`src/rtl/ascii_to_ps2_scancode_queue_top_assert.svh`:
```
// Assertion helpers shared by the datapath and controller RTL files.
// Both expect clk and rst_n to exist in the module that uses them.
`ifndef ASCII_TO_PS2_SCANCODE_QUEUE_TOP_ASSERT_SVH
`define ASCII_TO_PS2_SCANCODE_QUEUE_TOP_ASSERT_SVH

// Check a consequence in the same cycle as its cause.
`define A2PS2_ASSERT_SAME(label, ante, cons, msg) \
  label: assert property (@(posedge clk) disable iff (!rst_n) (ante) |-> (cons)) \
    else $error(msg);

// Check a consequence in the cycle after its cause.
`define A2PS2_ASSERT_NEXT(label, ante, cons, msg) \
  label: assert property (@(posedge clk) disable iff (!rst_n) (ante) |=> (cons)) \
    else $error(msg);

`endif

```
`src/rtl/a2ps2_pkg.sv`:
```
package a2ps2_pkg;

  // Default queue depth in entries (one entry always stays empty)
  localparam int QUEUE_DEPTH_DEF = 256;

  localparam logic [7:0] SHIFT_MAKE  = 8'h2A;
  localparam logic [7:0] SHIFT_BREAK = 8'hAA;
  localparam logic [7:0] BREAK_BIT   = 8'h80;

  // Byte selects of a push, in the order they are enqueued
  localparam logic [1:0] SEL_SHIFT_MAKE  = 2'd0;
  localparam logic [1:0] SEL_MAKE        = 2'd1;
  localparam logic [1:0] SEL_BREAK       = 2'd2;
  localparam logic [1:0] SEL_SHIFT_BREAK = 2'd3;

  typedef struct packed {
    logic [7:0] make;
    logic       shift;
  } map_t;

  // Controller to datapath commands
  typedef struct packed {
    logic       load_item;
    logic       push_en;
    logic [1:0] push_sel;
    logic       rd_en;
    logic       load_out;
  } cmd_t;

  // Datapath to controller status
  typedef struct packed {
    logic mapped;
    logic shift;
    logic out_free;
  } status_t;

  // Set 1 make codes of the letters a..z
  function automatic logic [7:0] letter_code(input logic [4:0] idx);
    logic [7:0] code;
    case (idx)
      5'd0:  code = 8'h1E;
      5'd1:  code = 8'h30;
      5'd2:  code = 8'h2E;
      5'd3:  code = 8'h20;
      5'd4:  code = 8'h12;
      5'd5:  code = 8'h21;
      5'd6:  code = 8'h22;
      5'd7:  code = 8'h23;
      5'd8:  code = 8'h17;
      5'd9:  code = 8'h24;
      5'd10: code = 8'h25;
      5'd11: code = 8'h26;
      5'd12: code = 8'h32;
      5'd13: code = 8'h31;
      5'd14: code = 8'h18;
      5'd15: code = 8'h19;
      5'd16: code = 8'h10;
      5'd17: code = 8'h13;
      5'd18: code = 8'h1F;
      5'd19: code = 8'h14;
      5'd20: code = 8'h16;
      5'd21: code = 8'h2F;
      5'd22: code = 8'h11;
      5'd23: code = 8'h2D;
      5'd24: code = 8'h15;
      5'd25: code = 8'h2C;
      default: code = 8'h00;
    endcase
    return code;
  endfunction

  // Map an ASCII character to a make code; make of zero means unmapped
  function automatic map_t map_char(input logic [7:0] c);
    map_t       m;
    logic [7:0] off_lo;
    logic [7:0] off_up;
    off_lo  = c - 8'h61;
    off_up  = c - 8'h41;
    m.make  = 8'h00;
    m.shift = 1'b0;
    if (c >= 8'h31 && c <= 8'h39) begin
      m.make = c - 8'h2F;
    end else if (c >= 8'h61 && c <= 8'h7A) begin
      m.make = letter_code(off_lo[4:0]);
    end else if (c >= 8'h41 && c <= 8'h5A) begin
      m.make  = letter_code(off_up[4:0]);
      m.shift = 1'b1;
    end else begin
      case (c)
        8'h08: m.make = 8'h0E;
        8'h09: m.make = 8'h0F;
        8'h0A: m.make = 8'h1C;
        8'h0D: m.make = 8'h1C;
        8'h1B: m.make = 8'h01;
        8'h20: m.make = 8'h39;
        8'h30: m.make = 8'h0B;
        8'h2D: m.make = 8'h0C;  // -
        8'h3D: m.make = 8'h0D;  // =
        8'h5B: m.make = 8'h1A;  // [
        8'h5D: m.make = 8'h1B;  // ]
        8'h3B: m.make = 8'h27;  // ;
        8'h27: m.make = 8'h28;  // '
        8'h60: m.make = 8'h29;  // `
        8'h5C: m.make = 8'h2B;  // backslash
        8'h2C: m.make = 8'h33;  // ,
        8'h2E: m.make = 8'h34;  // .
        8'h2F: m.make = 8'h35;  // /
        8'h3F: begin m.make = 8'h35; m.shift = 1'b1; end  // ?
        8'h21: begin m.make = 8'h02; m.shift = 1'b1; end  // !
        8'h40: begin m.make = 8'h03; m.shift = 1'b1; end  // @
        8'h2A: begin m.make = 8'h09; m.shift = 1'b1; end  // *
        8'h28: begin m.make = 8'h0A; m.shift = 1'b1; end  // (
        8'h29: begin m.make = 8'h0B; m.shift = 1'b1; end  // )
        8'h5F: begin m.make = 8'h0C; m.shift = 1'b1; end  // _
        8'h2B: begin m.make = 8'h0D; m.shift = 1'b1; end  // +
        8'h3A: begin m.make = 8'h27; m.shift = 1'b1; end  // :
        8'h22: begin m.make = 8'h28; m.shift = 1'b1; end  // "
        default: begin m.make = 8'h00; m.shift = 1'b0; end
      endcase
    end
    return m;
  endfunction

endpackage

```
`src/rtl/a2ps2_ram.sv`:
```
module a2ps2_ram #(
  parameter int WIDTH = 8,
  parameter int DEPTH = 256
) (
  input  logic                     clk,
  input  logic                     we,
  input  logic [$clog2(DEPTH)-1:0] waddr,
  input  logic [WIDTH-1:0]         wdata,
  input  logic                     re,
  input  logic [$clog2(DEPTH)-1:0] raddr,
  output logic [WIDTH-1:0]         rdata
);

  logic [WIDTH-1:0] mem_r [DEPTH];
  logic [WIDTH-1:0] rdata_r;

  // Write port
  always_ff @(posedge clk) begin
    if (we) begin
      mem_r[waddr] <= wdata;
    end
  end

  // Registered read port, holds until the next read
  always_ff @(posedge clk) begin
    if (re) begin
      rdata_r <= mem_r[raddr];
    end
  end

  assign rdata = rdata_r;

endmodule

```
`src/rtl/a2ps2_datapath.sv`:
```
module a2ps2_datapath #(
  parameter int QUEUE_DEPTH = a2ps2_pkg::QUEUE_DEPTH_DEF
) (
  input  logic               clk,
  input  logic               rst_n,
  input  a2ps2_pkg::cmd_t    cmd,
  output a2ps2_pkg::status_t status,
  input  logic               in_func,
  input  logic [7:0]         in_ascii_char,
  input  logic               out_ready,
  output logic               out_valid,
  output logic [7:0]         out_scancode,
  output logic               out_scancode_valid,
  output logic               out_char_mapped,
  output logic               out_irq_pending
);

  `include "ascii_to_ps2_scancode_queue_top_assert.svh"

  localparam int IDX_W = $clog2(QUEUE_DEPTH);
  localparam logic [IDX_W-1:0] IDX_LAST = IDX_W'(QUEUE_DEPTH - 1);

  logic             func_r;
  logic [7:0]       char_r;
  logic [IDX_W-1:0] rd_idx_r;
  logic [IDX_W-1:0] rd_idx_nxt;
  logic [IDX_W-1:0] wr_idx_r;
  logic [IDX_W-1:0] wr_idx_nxt;
  logic             pop_hit_r;
  logic             out_valid_r;
  logic [7:0]       out_scancode_r;
  logic             out_scancode_valid_r;
  logic             out_char_mapped_r;
  logic             out_irq_pending_r;

  a2ps2_pkg::map_t  map;
  logic             mapped;
  logic             not_empty;
  logic             full;
  logic             push_ok;
  logic             pop_ok;
  logic [7:0]       push_data;
  logic [7:0]       ram_rdata;

  // Translate the held character
  assign map    = a2ps2_pkg::map_char(char_r);
  assign mapped = !func_r && (map.make != 8'h00);

  // Queue occupancy, one slot kept empty
  assign wr_idx_nxt = (wr_idx_r == IDX_LAST) ? '0 : wr_idx_r + 1'b1;
  assign rd_idx_nxt = (rd_idx_r == IDX_LAST) ? '0 : rd_idx_r + 1'b1;
  assign not_empty  = (rd_idx_r != wr_idx_r);
  assign full       = (wr_idx_nxt == rd_idx_r);
  assign push_ok    = cmd.push_en && !full;
  assign pop_ok     = cmd.rd_en && not_empty;

  // Select the byte of the push sequence
  always_comb begin
    case (cmd.push_sel)
      a2ps2_pkg::SEL_SHIFT_MAKE: push_data = a2ps2_pkg::SHIFT_MAKE;
      a2ps2_pkg::SEL_MAKE:       push_data = map.make;
      a2ps2_pkg::SEL_BREAK:      push_data = map.make | a2ps2_pkg::BREAK_BIT;
      a2ps2_pkg::SEL_SHIFT_BREAK: push_data = a2ps2_pkg::SHIFT_BREAK;
      default:                   push_data = 8'h00;
    endcase
  end

  a2ps2_ram #(
    .WIDTH (8),
    .DEPTH (QUEUE_DEPTH)
  ) u_ram (
    .clk   (clk),
    .we    (push_ok),
    .waddr (wr_idx_r),
    .wdata (push_data),
    .re    (pop_ok),
    .raddr (rd_idx_r),
    .rdata (ram_rdata)
  );

  // Capture the accepted item
  always_ff @(posedge clk) begin
    if (cmd.load_item) begin
      func_r <= in_func;
      char_r <= in_ascii_char;
    end
  end

  // Advance the queue indices
  always_ff @(posedge clk) begin
    if (!rst_n) begin
      rd_idx_r  <= '0;
      wr_idx_r  <= '0;
      pop_hit_r <= 1'b0;
    end else begin
      if (push_ok) begin
        wr_idx_r <= wr_idx_nxt;
      end
      if (pop_ok) begin
        rd_idx_r <= rd_idx_nxt;
      end
      if (cmd.load_item) begin
        pop_hit_r <= 1'b0;
      end else if (cmd.rd_en) begin
        pop_hit_r <= not_empty;
      end
    end
  end

  // Hold the result until its transfer
  always_ff @(posedge clk) begin
    if (!rst_n) begin
      out_valid_r <= 1'b0;
    end else if (cmd.load_out) begin
      out_valid_r <= 1'b1;
    end else if (out_ready) begin
      out_valid_r <= 1'b0;
    end
  end

  always_ff @(posedge clk) begin
    if (cmd.load_out) begin
      out_scancode_r       <= pop_hit_r ? ram_rdata : 8'h00;
      out_scancode_valid_r <= pop_hit_r;
      out_char_mapped_r    <= mapped;
      out_irq_pending_r    <= not_empty;
    end
  end

  assign status.mapped   = mapped;
  assign status.shift    = map.shift;
  assign status.out_free = !out_valid_r || out_ready;

  assign out_valid          = out_valid_r;
  assign out_scancode       = out_scancode_r;
  assign out_scancode_valid = out_scancode_valid_r;
  assign out_char_mapped    = out_char_mapped_r;
  assign out_irq_pending    = out_irq_pending_r;

  `A2PS2_ASSERT_NEXT(a_full_no_advance, cmd.push_en && full, $stable(wr_idx_r),
    "write index moved on a push into a full queue")
  `A2PS2_ASSERT_NEXT(a_push_not_empty, push_ok, rd_idx_r != wr_idx_r,
    "queue empty right after a stored push byte")
  `A2PS2_ASSERT_SAME(a_pop_excl_mapped, out_valid_r && out_scancode_valid_r,
    !out_char_mapped_r, "result both popped a code and mapped a character")
  `A2PS2_ASSERT_SAME(a_miss_zero, out_valid_r && !out_scancode_valid_r,
    out_scancode_r == 8'h00, "scancode nonzero without a popped code")

endmodule

```
`src/rtl/a2ps2_ctrl.sv`:
```
module a2ps2_ctrl (
  input  logic               clk,
  input  logic               rst_n,
  input  logic               in_valid,
  input  logic               in_func,
  output logic               in_ready,
  input  a2ps2_pkg::status_t status,
  output a2ps2_pkg::cmd_t    cmd
);

  `include "ascii_to_ps2_scancode_queue_top_assert.svh"

  localparam logic [1:0] ST_IDLE   = 2'd0;
  localparam logic [1:0] ST_PUSH   = 2'd1;
  localparam logic [1:0] ST_READ   = 2'd2;
  localparam logic [1:0] ST_RESULT = 2'd3;

  logic [1:0] state_r;
  logic [1:0] state_nxt;
  logic [1:0] step_r;
  logic [1:0] step_nxt;
  logic       step_used;

  // Shift bytes only go out for shifted characters
  assign step_used = status.shift ||
                     (step_r == a2ps2_pkg::SEL_MAKE) ||
                     (step_r == a2ps2_pkg::SEL_BREAK);

  always_comb begin
    state_nxt     = state_r;
    step_nxt      = step_r;
    in_ready      = 1'b0;
    cmd.load_item = 1'b0;
    cmd.push_en   = 1'b0;
    cmd.push_sel  = step_r;  // step order matches push byte order
    cmd.rd_en     = 1'b0;
    cmd.load_out  = 1'b0;
    case (state_r)
      ST_IDLE: begin
        in_ready = 1'b1;
        if (in_valid) begin
          cmd.load_item = 1'b1;
          step_nxt      = a2ps2_pkg::SEL_SHIFT_MAKE;
          state_nxt     = in_func ? ST_READ : ST_PUSH;
        end
      end
      ST_PUSH: begin
        // Walk the four byte slots of a mapped character, skip unused ones
        cmd.push_en = status.mapped && step_used;
        step_nxt    = step_r + 1'b1;
        if (!status.mapped || step_r == a2ps2_pkg::SEL_SHIFT_BREAK) begin
          state_nxt = ST_RESULT;
        end
      end
      ST_READ: begin
        cmd.rd_en = 1'b1;
        state_nxt = ST_RESULT;
      end
      ST_RESULT: begin
        // Wait for the output register to free up
        if (status.out_free) begin
          cmd.load_out = 1'b1;
          state_nxt    = ST_IDLE;
        end
      end
      default: begin
        state_nxt = ST_IDLE;
      end
    endcase
  end

  always_ff @(posedge clk) begin
    if (!rst_n) begin
      state_r <= ST_IDLE;
      step_r  <= a2ps2_pkg::SEL_SHIFT_MAKE;
    end else begin
      state_r <= state_nxt;
      step_r  <= step_nxt;
    end
  end

  `A2PS2_ASSERT_SAME(a_one_cmd, 1'b1,
    $onehot0({cmd.load_item, cmd.push_en, cmd.rd_en, cmd.load_out}),
    "more than one datapath command in a cycle")
  `A2PS2_ASSERT_NEXT(a_read_then_result, cmd.rd_en, state_r == ST_RESULT,
    "read not followed by the result state")
  `A2PS2_ASSERT_NEXT(a_result_then_idle, cmd.load_out, in_ready,
    "not ready for a new item after loading a result")

endmodule

```
`src/rtl/ascii_to_ps2_scancode_queue_top.sv`:
```
// ASCII to PS/2 Set 1 scancode queue.
// Input channel (in_valid/in_ready): in_func = 0 injects in_ascii_char, which
// is mapped to a Set 1 make code and enqueued as optional shift make, make,
// break and optional shift break; in_func = 1 pops one code from the queue.
// Output channel (out_valid/out_ready): one result per input item with the
// popped code and its valid flag, the mapped flag of an injection, and
// out_irq_pending, high while the queue still holds codes.
// Sequence after accept: a mapped injection walks the four byte slots in
// ST_PUSH (through the single write port of the queue RAM), an unmapped one
// leaves ST_PUSH after its first slot, a read passes ST_READ (one registered
// RAM read); each then loads its result from ST_RESULT. One item at a time:
// the next item is accepted only once the previous result is loaded; the
// queue RAM write port and the sequencer set this pace.
// A stalled receiver holds the result in the output register; the next item
// is still accepted and processed, and its result waits until the register
// frees up. Reset (rst_n low, synchronous) empties the queue by clearing both
// indices; queue contents are not cleared. The queue holds QUEUE_DEPTH - 1
// codes; bytes pushed into a full queue are dropped one by one.
module ascii_to_ps2_scancode_queue_top #(
  parameter int QUEUE_DEPTH = a2ps2_pkg::QUEUE_DEPTH_DEF
) (
  input  logic       clk,
  input  logic       rst_n,
  input  logic       in_valid,
  output logic       in_ready,
  input  logic       in_func,
  input  logic [7:0] in_ascii_char,
  output logic       out_valid,
  input  logic       out_ready,
  output logic [7:0] out_scancode,
  output logic       out_scancode_valid,
  output logic       out_char_mapped,
  output logic       out_irq_pending
);

  a2ps2_pkg::cmd_t    cmd;
  a2ps2_pkg::status_t status;

  a2ps2_ctrl u_ctrl (
    .clk      (clk),
    .rst_n    (rst_n),
    .in_valid (in_valid),
    .in_func  (in_func),
    .in_ready (in_ready),
    .status   (status),
    .cmd      (cmd)
  );

  a2ps2_datapath #(
    .QUEUE_DEPTH (QUEUE_DEPTH)
  ) u_datapath (
    .clk                (clk),
    .rst_n              (rst_n),
    .cmd                (cmd),
    .status             (status),
    .in_func            (in_func),
    .in_ascii_char      (in_ascii_char),
    .out_ready          (out_ready),
    .out_valid          (out_valid),
    .out_scancode       (out_scancode),
    .out_scancode_valid (out_scancode_valid),
    .out_char_mapped    (out_char_mapped),
    .out_irq_pending    (out_irq_pending)
  );

endmodule

```
`config.mk`:
```
export PLATFORM = sky130hd
export DESIGN_NAME = ascii_to_ps2_scancode_queue_top
export DESIGN_NICKNAME = d
export VERILOG_FILES = /design/src/rtl/a2ps2_pkg.sv /design/src/rtl/a2ps2_ram.sv /design/src/rtl/a2ps2_datapath.sv /design/src/rtl/a2ps2_ctrl.sv /design/src/rtl/ascii_to_ps2_scancode_queue_top.sv
export VERILOG_INCLUDE_DIRS = /design/src /design/src/rtl
export SDC_FILE = /design/constraint.sdc
export NUM_CORES = 2
export LEC_CHECK = 0
export BUFFER_PORTS_ARGS = -buffer_cell sky130_fd_sc_hd__buf_4
export CAP_MARGIN = 15
export CORE_ASPECT_RATIO = 0.8
export CORE_UTILIZATION = 39
export DETAILED_ROUTE_END_ITERATION = 10
export PLACE_DENSITY = 0.55
export SLEW_MARGIN = 0
export SYNTH_ARGS = -nofsm -noshare
export SYNTH_HDL_FRONTEND = slang
export SYNTH_SLANG_ARGS = --single-unit
```
`constraint.sdc`:
```
create_clock -name clk -period 19.9 [get_ports clk]
set_input_delay 5.97 -clock clk [delete_from_list [all_inputs] [get_ports clk]]
set_output_delay 5.97 -clock clk [all_outputs]
set_load 0.05 [all_outputs]
```
==> flow_summary.ini <==
[power]
pwr-share-clk_pct = 40.6
p_int_mw = 7.12
power.density_nw_per_um2 = 97.3
switching_power_mw = 2.02
seqPwrFrac_pct = 54.6
p_comb_share_pct = 4.7
p_leak_nw = 26.5
ir_drop_v = 0.0000893
netSwitchingFraction_pct = 22.1

[synth]
yosysWarningCount = 0
ys_seq_elements = 2098
async_flop_share_pct = 0
avgSynthCellArea_um2 = 22.0
netlist_area_um2 = 83100
ys_types = 82
synth.top_cell.area_share_pct = 75.0
yosysMostFrequentCell = edfxtp_1
yosysSeqAreaShare_pct = 75.5
synth.area.top_cells = edfxtp_1 (75%), mux4_2 (18%), nor2_1 (1.4%)
yosys.area.top_type = edfxtp_1
ys.flop_type = edfxtp_1
syn_inst = 3771
synth_edf_count = 2076
synthTopCellsByCount = edfxtp_1 (2076), mux4_2 (681), nor2_1 (318)

[cells_and_area]
instances_no_fill = 7106
fin_nets = 4139
drive_gt1_share_pct = 25.7
area_growth_pct = 13.0
num-fill-cells = 17800
finalCoreUtilization_pct = 44.3

[timing]
holdWs_ns = 0.513
slew_headroom_pct = 18.0
timing.final.hold_violations = 0
setup-tns-final_ns = 0
final-setup-viol-count = 0
clock_skew_ns = 0.0307
clock.fmax_mhz = 129
drv_slew = 0
fin_crit_ns = 7.77
fin_crit_sh_pct = 39.0
worst_slew_pin_slew_ns = 1.22
rsz0062_at_grt = no

[worst_setup_path]
setup.worst_path.start_class = flop
worst_ep_arrival_time_ns = 1.80
crit_path_max_fanout = 7
r2r-end = u_datapath.u_ram.mem_r[38][0]
endpoint_kind = primary output
regToRegSetupSlack_ns = 13.45
r2r_cells = 14
r2r_start = u_datapath.char_r[0]
required_ns = 13.93
path_class = reg -> out

[clock_tree]
cts_setup_buffers = 0
clkSinkCount = 2098
cts_tree = done
hold_buffers = 0
clockBufferDepth = 3
cts_root_buf = clkbuf_16
cts_resized = 0
clock_latency_ns = 0.84
cts.clk_slew.worst_paths_ns = 0.06
cts_max_level = 4
cts-buffers-inserted = 202

[route]
drt_iter0_drc = 4542
wl_per_cell_um = 28.9
wirelength_mm = 205
ant_nets = 0
route.detailed.drc = 6
vias_per_cell = 5.48
first_pass_iters = 9
num_vias = 39000

[floorplan]
num_rows = 151
die_h_um = 415
ios = 26
initial_utilization_pct = 39.3
core-area_um2 = 212000
dieArea_um2 = 215000
die_w_um = 518

[place]
hpwl_mm = 121
port_buffers = 25
place_inst = 6727
place.gp.congestion = 0.775

[grt]
grt-ovfl-total = 0
antenna_found_initial = 19
grt_pass1_wl_mm = 294
grt_max_degree = 193
grt_pass1_vias = 39000
track_usage_pct = 19.1

[min_path]
hold_class = reg -> reg
hp-start = u_ctrl.state_r[1]
hold_end = u_ctrl.state_r[1]
hold_depth = 2

[status]
status = finished with violations
violations = DRC

[run]
maxCapViolCount = 0
-- layout by cell type (no fill, tap or decap), drive strengths merged, types with 12 or more instances in the layout --
cell,count
nor2b,13
nor3,23
clkbuf,255
nand2b,13
nand3,21
inv,26
mux4,681
and2,16
xnor2,14
a21oi,30
ha,21
conb,256
clkinv,94
xor2,16
dfxtp,22
nand2,111
o21ai,22
nor2,318
edfxtp,2076
bufinv,12
buf,100
-- through the flow --
step	total power [mW]	area, um^2	setup slack, ns
CTS	9.22	93900	12.07
global placement	5.51	87600	12.41
floorplan	5.45	84100	1.60
detailed placement	5.52	87600	12.40
finish	9.14	93900	12.13
global route	9.43	93900	12.02
-- sequential cells by signal, indices dropped and copies added, names as in the netlist --
| name | flops |
|---|---|
| u_datapath.out_scancode | 8 |
| u_datapath.u_ram.rdata | 8 |
| u_datapath.u_ram.mem_r | 2048 |
| u_datapath.out_char_mapped | 1 |
| u_ctrl.step_r | 2 |
| u_datapath.out_valid | 1 |
| u_datapath.out_irq_pending | 1 |
| u_datapath.out_scancode_valid | 1 |
| u_datapath.pop_hit_r | 1 |
| u_datapath.func_r | 1 |
| u_datapath.wr_idx_r | 8 |
| u_datapath.char_r | 8 |
| u_ctrl.state_r | 2 |
| u_datapath.rd_idx_r | 8 |
-- worst max-delay path: stages, from the launching register on --
cell     delay (ns)
dfxtp_1        0.33
inv_1          0.10
ha_1           0.29
buf_4          0.25
-- layout make-up --
cell class	instances	area [um^2]	area share, %
antenna	5	12.5	0.0133
clock buffer	254	5290	5.63
clock inverter	116	971	1.03
inverter	18	67.6	0.0719
multi-input combinational	1684	20400	21.7
sequential	2098	62800	66.9
tap	2830	3540	3.77
timing repair buffer	101	862	0.918
-- power by group through the flow --
stage          sequential, mW  combinational [mW]  clock [mW]
4_1_cts                  5.00               0.432        3.79
6_report                 4.99               0.433        3.71
5_1_grt                  4.99               0.471        3.96
3_5_place_dp             5.09               0.431           0
2_1_floorplan            5.20               0.250           0
3_3_place_gp             5.09               0.422           0
-- metal layers --
metal	GRT usage, %	share of wire (%)	vias up
met5	0	0.032	-
met4	4.17	1.9	10
met3	4.56	7.9	266
met2	28.4	45	1420
met1	28.7	45	21000
li1	-	-	16300
-- how the worst max path moves through the flow --
| stage | endpoint | start | slack [ns] |
|---|---|---|---|
| after CTS | in_ready | u_ctrl.state_r[0] | 12.07 |
| after floorplan | u_datapath.u_ram.mem_r[0][0] | u_datapath.char_r[1] | 1.60 |
| after detailed placement | u_datapath.out_scancode[4] | out_ready | 12.40 |
| final | in_ready | u_ctrl.state_r[0] | 12.13 |
| after global routing | in_ready | u_ctrl.state_r[0] | 12.02 |
| after global placement | u_datapath.out_scancode[3] | out_ready | 12.41 |
-- logic make-up (layout without fill, tap and decap cells) --
group                    Yosys count  after routing  synth area share, %
adder cells (fa/ha/maj)           21             21                0.316
XOR/XNOR                          30             30                0.316
buffers and inverters            244            489                 1.24
multiplexers                     693            693                 18.6
other                              1            261              0.00451
AO/OA/AOI/OAI                    120            120                 1.01
AND/OR/NAND/NOR                  564            564                 2.98
flip-flops                      2098           2098                 75.5
(Power assumes the default switching activity.)
